--- config.mk ---
export PLATFORM = sky130hd
export DESIGN_NAME = psfd_ctrl
export DESIGN_NICKNAME = d
export VERILOG_FILES = /design/src/hdl/psfd_pkg.sv /design/src/hdl/psfd_ctrl.sv
export SDC_FILE = /design/constraint.sdc
export NUM_CORES = 1
export LEC_CHECK = 0
export CORE_AREA = 2 2 39 41
export DETAILED_ROUTE_END_ITERATION = 8
export DIE_AREA = 0 0 41 43
export DONT_BUFFER_PORTS = 1
export HOLD_SLACK_MARGIN = 0.02
export PLACE_DENSITY = 0.54
export RECOVER_POWER = 25
export SYNTH_ARGS = -nofsm -noshare
export SYNTH_HDL_FRONTEND = slang
export SYNTH_SLANG_ARGS = --single-unit
--- constraint.sdc ---
create_clock -name aclk -period 1.8 [get_ports aclk]
set_input_delay 0.54 -clock aclk [delete_from_list [all_inputs] [get_ports aclk]]
set_output_delay 0.54 -clock aclk [all_outputs]
set_load 0.03 [all_outputs]
--- src/hdl/psfd_pkg.sv ---
// Shared types, codes and constants for the per-source flood detector.
// Depends on nothing; imported by every module of the block.
package psfd_pkg;

    localparam int FLOW_ENTRIES_DEF  = 64;
    localparam int BLOCK_ENTRIES_DEF = 16;

    localparam logic [1:0] REQ_PACKET  = 2'd0;
    localparam logic [1:0] REQ_BLOCK   = 2'd1;
    localparam logic [1:0] REQ_UNBLOCK = 2'd2;

    localparam logic [1:0] TR_TCP = 2'd1;
    localparam logic [1:0] TR_UDP = 2'd2;

    localparam logic CFG_SYN_THR = 1'b0;
    localparam logic CFG_PKT_THR = 1'b1;

    localparam logic [31:0] SYN_THR_RST = 32'd1000;
    localparam logic [31:0] PKT_THR_RST = 32'd10000;

    localparam logic [7:0] FLAG_FIN = 8'h01;
    localparam logic [7:0] FLAG_SYN = 8'h02;
    localparam logic [7:0] FLAG_RST = 8'h04;
    localparam logic [7:0] FLAG_ACK = 8'h10;

    localparam logic [15:0] PORT_SSH     = 16'd22;
    localparam logic [15:0] PORT_DNS     = 16'd53;
    localparam logic [15:0] PORT_IKE     = 16'd500;
    localparam logic [15:0] PORT_IKE_NAT = 16'd4500;
    localparam logic [15:0] PORT_OVPN    = 16'd1194;
    localparam logic [15:0] PORT_OVPN2   = 16'd41194;
    localparam logic [15:0] PORT_WG      = 16'd51820;

    localparam logic [13:0] RATE_MULT  = 14'd10001;
    localparam logic [31:0] DNS_LIMIT  = 32'd50;
    localparam logic [31:0] RST_LIMIT  = 32'd100;
    localparam logic [15:0] UDP_BIG    = 16'd512;

    typedef enum logic [1:0] {
        ST_PROCESSED = 2'd0,
        ST_DROPPED   = 2'd1,
        ST_FULL      = 2'd2,
        ST_ACK       = 2'd3
    } status_t;

    typedef enum logic [2:0] {
        AL_NONE = 3'd0,
        AL_SYN  = 3'd1,
        AL_VOL  = 3'd2,
        AL_DNS  = 3'd3,
        AL_RST  = 3'd4
    } alert_t;

    typedef enum logic [2:0] {
        TK_NONE    = 3'd0,
        TK_OPENVPN = 3'd1,
        TK_WG      = 3'd2,
        TK_IPSEC   = 3'd3,
        TK_SSH     = 3'd4
    } traffic_t;

    typedef enum logic [3:0] {
        S_IDLE, S_BSCAN, S_BDEC, S_FSCAN, S_UPD, S_CHK, S_EVAL, S_EMIT,
        S_RESP_ACK, S_RESP_FULL, S_RESP_DROP
    } state_t;

    typedef struct packed {
        logic    load;
        logic    bscan_start;
        logic    bwrite;
        logic    bclear;
        logic    fscan_start;
        logic    upd;
        logic    chk;
        logic    eval;
        logic    out_load;
        logic    out_alert;
        status_t out_status;
    } cmd_t;

    typedef struct packed {
        logic [1:0] req;
        logic       bdone;
        logic       bhit;
        logic       bfree;
        logic       bexpired;
        logic       fdone;
        logic       fhit;
        logic       ffree;
        logic       out_free;
        logic       emit_last;
    } stat_t;

    typedef struct packed {
        logic [31:0] key;
        logic [31:0] first_t;
        logic [31:0] last_t;
        logic [31:0] pkts;
        logic [47:0] bytes;
        logic [31:0] syn;
        logic [31:0] ack;
        logic [31:0] fin;
        logic [31:0] rst;
        logic [31:0] dns;
        logic [31:0] udp;
        logic [1:0]  threat;
        logic [2:0]  traffic;
    } flow_rec_t;

    function automatic logic [31:0] sat_add32(input logic [31:0] v, input logic [31:0] d);
        logic [32:0] s;
        s = {1'b0, v} + {1'b0, d};
        return s[32] ? 32'hFFFF_FFFF : s[31:0];
    endfunction

    function automatic logic [1:0] alert_level(input alert_t k);
        logic [1:0] l;
        case (k)
            AL_SYN:  l = 2'd2;
            AL_VOL:  l = 2'd2;
            AL_DNS:  l = 2'd3;
            AL_RST:  l = 2'd1;
            default: l = 2'd0;
        endcase
        return l;
    endfunction

endpackage

--- src/hdl/psfd_ctrl.sv ---
// Sequencer of the flood detector: scans, update steps and result emission.
// Depends on psfd_pkg; drives psfd_dp through cmd_t and reads stat_t.
module psfd_ctrl
    import psfd_pkg::*;
(
    input  logic  aclk,
    input  logic  aresetn,
    input  logic  s_valid,
    output logic  s_ready,
    input  stat_t st,
    output cmd_t  cmd
);

    state_t state_reg, state_next;

    always_ff @(posedge aclk) begin
        if (!aresetn) begin
            state_reg <= S_IDLE;
        end else begin
            state_reg <= state_next;
        end
    end

    always_comb begin
        state_next = state_reg;
        unique case (state_reg)
            S_IDLE: begin
                if (s_valid) state_next = S_BSCAN;
            end
            S_BSCAN: begin
                if (st.bdone) state_next = S_BDEC;
            end
            S_BDEC: begin
                if (st.req == REQ_BLOCK) begin
                    state_next = (st.bhit || st.bfree) ? S_RESP_ACK : S_RESP_FULL;
                end else if (st.req != REQ_PACKET) begin
                    state_next = S_RESP_ACK;
                end else if (st.bhit && !st.bexpired) begin
                    state_next = S_RESP_DROP;
                end else begin
                    state_next = S_FSCAN;
                end
            end
            S_FSCAN: begin
                if (st.fdone) state_next = (st.fhit || st.ffree) ? S_UPD : S_RESP_FULL;
            end
            S_UPD:  state_next = S_CHK;
            S_CHK:  state_next = S_EVAL;
            S_EVAL: state_next = S_EMIT;
            S_EMIT: begin
                if (st.out_free && st.emit_last) state_next = S_IDLE;
            end
            S_RESP_ACK, S_RESP_FULL, S_RESP_DROP: begin
                if (st.out_free) state_next = S_IDLE;
            end
            default: state_next = S_IDLE;
        endcase
    end

    always_comb begin
        cmd = '0;
        cmd.out_status = ST_PROCESSED;
        s_ready = 1'b0;
        unique case (state_reg)
            S_IDLE: begin
                s_ready         = 1'b1;
                cmd.load        = s_valid;
                cmd.bscan_start = s_valid;
            end
            S_BSCAN: ;
            S_BDEC: begin
                if (st.req == REQ_BLOCK) begin
                    cmd.bwrite = st.bhit || st.bfree;
                end else if (st.req == REQ_UNBLOCK) begin
                    cmd.bclear = 1'b1;
                end else if (st.req == REQ_PACKET && !(st.bhit && !st.bexpired)) begin
                    cmd.bclear      = 1'b1;
                    cmd.fscan_start = 1'b1;
                end
            end
            S_FSCAN: ;
            S_UPD:  cmd.upd  = 1'b1;
            S_CHK:  cmd.chk  = 1'b1;
            S_EVAL: cmd.eval = 1'b1;
            S_EMIT: begin
                cmd.out_load  = st.out_free;
                cmd.out_alert = 1'b1;
            end
            S_RESP_ACK: begin
                cmd.out_load   = st.out_free;
                cmd.out_status = ST_ACK;
            end
            S_RESP_FULL: begin
                cmd.out_load   = st.out_free;
                cmd.out_status = ST_FULL;
            end
            S_RESP_DROP: begin
                cmd.out_load   = st.out_free;
                cmd.out_status = ST_DROPPED;
            end
            default: ;
        endcase
    end

    ap_scan_start_idle: assert property (@(posedge aclk) disable iff (!aresetn)
        cmd.bscan_start |-> state_reg == S_IDLE)
        else $error("block scan started outside idle");
    ap_eval_to_emit: assert property (@(posedge aclk) disable iff (!aresetn)
        cmd.eval |=> state_reg == S_EMIT)
        else $error("evaluation not followed by emission");
    ap_load_once: assert property (@(posedge aclk) disable iff (!aresetn)
        cmd.load |=> !s_ready)
        else $error("request accepted while busy");

endmodule

Word level (Yosys, flattened, before mapping)
Index checks and enable logic that the tools add are counted.
- register bits: 4
- bits of input ports: 14
- equal/unequal tests: 17
- multiplexer cells: 25
- reduce and logical (&&, ||, !) cells: 13
- operators by type and width (operator ; count):
    $mux W4 ; 9
    $pmux W4 S9 ; 1
    $eq A4 B3 Y1 const B ; 4
    $eq A4 B4 Y1 const B ; 3
    $mux W1 ; 10
    $ne A2 B2 Y1 const B ; 5
    $eq A4 B2 Y1 const B ; 2
    $mux W2 ; 3
    $pmux W2 S3 ; 1
    $reduce_and A5 Y1 ; 1
    $eq A4 B1 Y1 const B ; 1
    $logic_not A4 Y1 ; 1
    $reduce_or A4 Y1 ; 1
    $logic_and A1 B1 Y1 ; 3
    $mux W3 ; 1
    $reduce_or A3 Y1 ; 1
    $eq A2 B1 Y1 const B ; 1
    $eq A2 B2 Y1 const B ; 1
    $logic_not A1 Y1 ; 2
    $logic_not A2 Y1 ; 1
    $logic_or A1 B1 Y1 ; 2
    $reduce_bool A2 Y1 ; 1

Longest topological paths before layout
- depth after elaboration: 8
- gate-level depth with buffers: 5
- depth with buffers taken out: 4

Worst setup path after synthesis
No wires, ideal clock.
- kind: register -> output
- from: register state_reg[2]
- to: output port cmd[7] in the netlist's numbering
- arrival: 1786 ps
- required time: 1260 ps
- slack: -526 ps
- cell stages (with the launch flop): 3
- path buffers: 0
- path through: dfxtp_1 > or4b_1 > nor4_1
- RTL lines (element ; RTL line ; RTL):
    start: declaration ; psfd_ctrl.sv:14 ; state_t state_reg, state_next;
    start signal: assignment ; psfd_ctrl.sv:20 ; state_reg <= state_next;
    end: declaration ; psfd_ctrl.sv:11 ; output cmd_t cmd

==> results.toml <==
[clock_network]
numCtsBuffers = 3
clock_path_buffers = 2
clock-sinks = 4
root_buffer = "clkbuf_4"
cts_tree = "done"
insertion_delay_ps = 230
clk_pin_slew_ps = 40
htreeDepth = 1

[route]
wl_per_cell_um = 13.52
wl_um = 1325
vias = 562
drtAntennaViolNets = 0
drc = 0
dr.pass1.iters = 4
first_iter_violations = 13
viasPerCell = 5.735

[place]
dp_hpwl_um = 979.8
placed_area_um2 = 660.6
dp.cells = 89
io_buffer_count = 0
globalplace.congestion = 0.8536

[floorplanning]
fp.dieH_um = 43
die_x_um = 41
core-area_um2 = 1384
dieArea_um2 = 1763
io_pins = 27
initial_core_util_pct = 34.18
num_rows = 14

[timing]
slew_violations = 0
final_hold_viol_count = 0
period_share_pct = 112.4
finClkSkew_ps = 0.6122
period_minus_slack_ps = 2023
grt_setup_unrepaired = "yes"
setup_violations = 7
setup_slack_ps = -223.0
setup_tns_ps = -1242
tightest_slew_ps = 480.7
maxSlewHeadroom_pct = 67.62
max_freq_mhz = 494.3

[setup_path]
crit_type = "register to output port"
cp_data_required_time_ps = 1260
arrival_ps = 1480
endpoint_kind = "output port"
cp-startpoint = "state_reg[3]"
crit_fanout = 4
r2r-start = "state_reg[3]"
cp-start-kind = "register"

[final_layout]
final_cells = 98
drive_above_1_share_pct = 54.88
layout.nets = 98
fin_area_um2 = 764.5
area.growth.synth_to_final_pct = 61.64
largest_register_ffs = 4
filler_cell_count = 127
n_antenna_cell = 0

[logic_synthesis]
synth_fp_nets = 75
yosys_warnings = 0
synthCells = 61
avgSynthCellArea_um2 = 7.753
syn_area_um2 = 473.0
yosys.area.top_type = "dfxtp_1"
synth_top_area_share_pct = 16.93
yosysUniqueCellTypes = 35
yosysSeqAreaShare_pct = 16.93
synth_area_leaders = "dfxtp_1, nor2_1, o32a_4"
synth-seq-cells = 4

[global_route]
grt_pass1_wl_um = 1952
overflow = 0
grt_pass1_vias = 505
grt_max_degree = 12
grt.total_usage_pct = 16.01
antenna_found_initial = 0

[pwr]
power.leakage_nw = 0.3159
powerDensity_nw_per_um2 = 1257
ir_worst_vdd_mv = 1.032

[run]
drv_cap = 0

[outcome]
violations = "negative setup slack"
outcome = "complete, but fails checks"

[hold_path]
min_from = "aresetn"
worstHoldPathType = "input pin to register"
==> critical path, stage by stage, from the launching register on <==
cell and delay [ps]:
dfxtp_2 320, or4b_4 570, nor3_4 220, buf_12 140
==> stage by stage <==
| stage | total power (W) | worst slack [ps] | utilization, % | hold WS (ps) |
|---|---|---|---|---|
| after floorplan | 0.0006132 | -176.8 | - | 607.3 |
| after global placement | 0.0007416 | 0.4969 | 47.74 | 695.3 |
| after detailed placement | 0.0007483 | -14.96 | 47.74 | 701.3 |
| final | 0.0009608 | -223.0 | 55.24 | 467.2 |
| after CTS | 0.0009392 | -227.7 | 53.35 | 455.6 |
| after global routing | 0.001014 | -262.8 | 55.24 | 462.3 |
==> report_power, final <==
group          total [W]  switching (W)  internal (W)
clock network   0.000108      0.0000337     0.0000744
logic           0.000723       0.000378      0.000345
registers       0.000129      0.0000145      0.000115
==> final timing paths <==
| check | slack [ps] | cells after the start | to |
|---|---|---|---|
| worst min register to register | 660 | 2 | state_reg[2] |
| worst min-delay path | 470 | 1 | state_reg[0] |
| worst max register to register | 120 | 6 | state_reg[1] |
| worst max-delay path | -220 | 3 | cmd[9] |
==> repair_timing <==
| action | in CTS | in global routing |
|---|---|---|
| gates resized for setup | 7 | 5 |
| buffers inserted | 5 | 1 |
| hold buffers | 0 | 0 |
| endpoints found under the setup margin | 8 | 9 |
| pin swaps | 2 | 2 |
==> cell type report <==
| type | count | area, um^2 | area share, % |
|---|---|---|---|
| Inverter | 3 | 15.01 | 1.964 |
| Sequential cell | 4 | 83.83 | 10.97 |
| Multi-Input combinational cell | 49 | 417.9 | 54.66 |
| Clock buffer | 3 | 22.52 | 2.946 |
| Timing Repair Buffer | 23 | 205.2 | 26.84 |
| Tap cell | 16 | 20.02 | 2.619 |
==> cells in the final DEF, fill, tap and decap left out, types with 2 or more instances in the layout <==
master / instances
buf_4: 15
nor2_1: 9
buf_6: 6
and2_4: 3
nand2_1: 3
clkbuf_4: 3
dfxtp_2: 3
nand2b_1: 2
nor2b_1: 2
o21ai_0: 2
a21oi_1: 2
o211ai_1: 2
inv_1: 2
==> Yosys cell counts <==
cell type  number
dfxtp_1         4
inv_1           3
or4b_1          1
and4b_1         1
or4_4           1
a32o_1          1
nor2b_1         2
o32ai_1         1
o211ai_1        2
a41o_1          1
clkbuf_1        1
and2_4          1
buf_2           3
a21oi_1         2
nor4b_1         1
o21a_1          1
nor4_1          1
nand2b_1        2
nor3_1          3
nor2_1          9
buf_4           1
and2_1          3
a31oi_1         1
a221o_1         1
o32a_4          1
or3_1           1
o21ai_0         2
a41oi_1         1
a32oi_2         1
mux2i_1         1
and4b_4         1
nand2_1         3
nor4bb_1        1
a311oi_2        1
and3_1          1
==> layer usage <==
layer | up-vias | routed length [um] | GRT usage (%)
li1 | 276 | - | -
met5 | - | 0 | 0
met3 | 0 | 81 | 1.571
met1 | 263 | 573 | 19.81
met4 | 0 | 0 | 8.000
met2 | 23 | 670 | 25.94
==> kinds of logic after synthesis <==
logic type	share of synthesized area [%]
AND/OR/NAND/NOR	41.27
AO/OA/AOI/OAI	31.75
buffers and inverters	7.935
multiplexers	2.116
flip-flops	16.93
(Power assumes the default switching activity.)
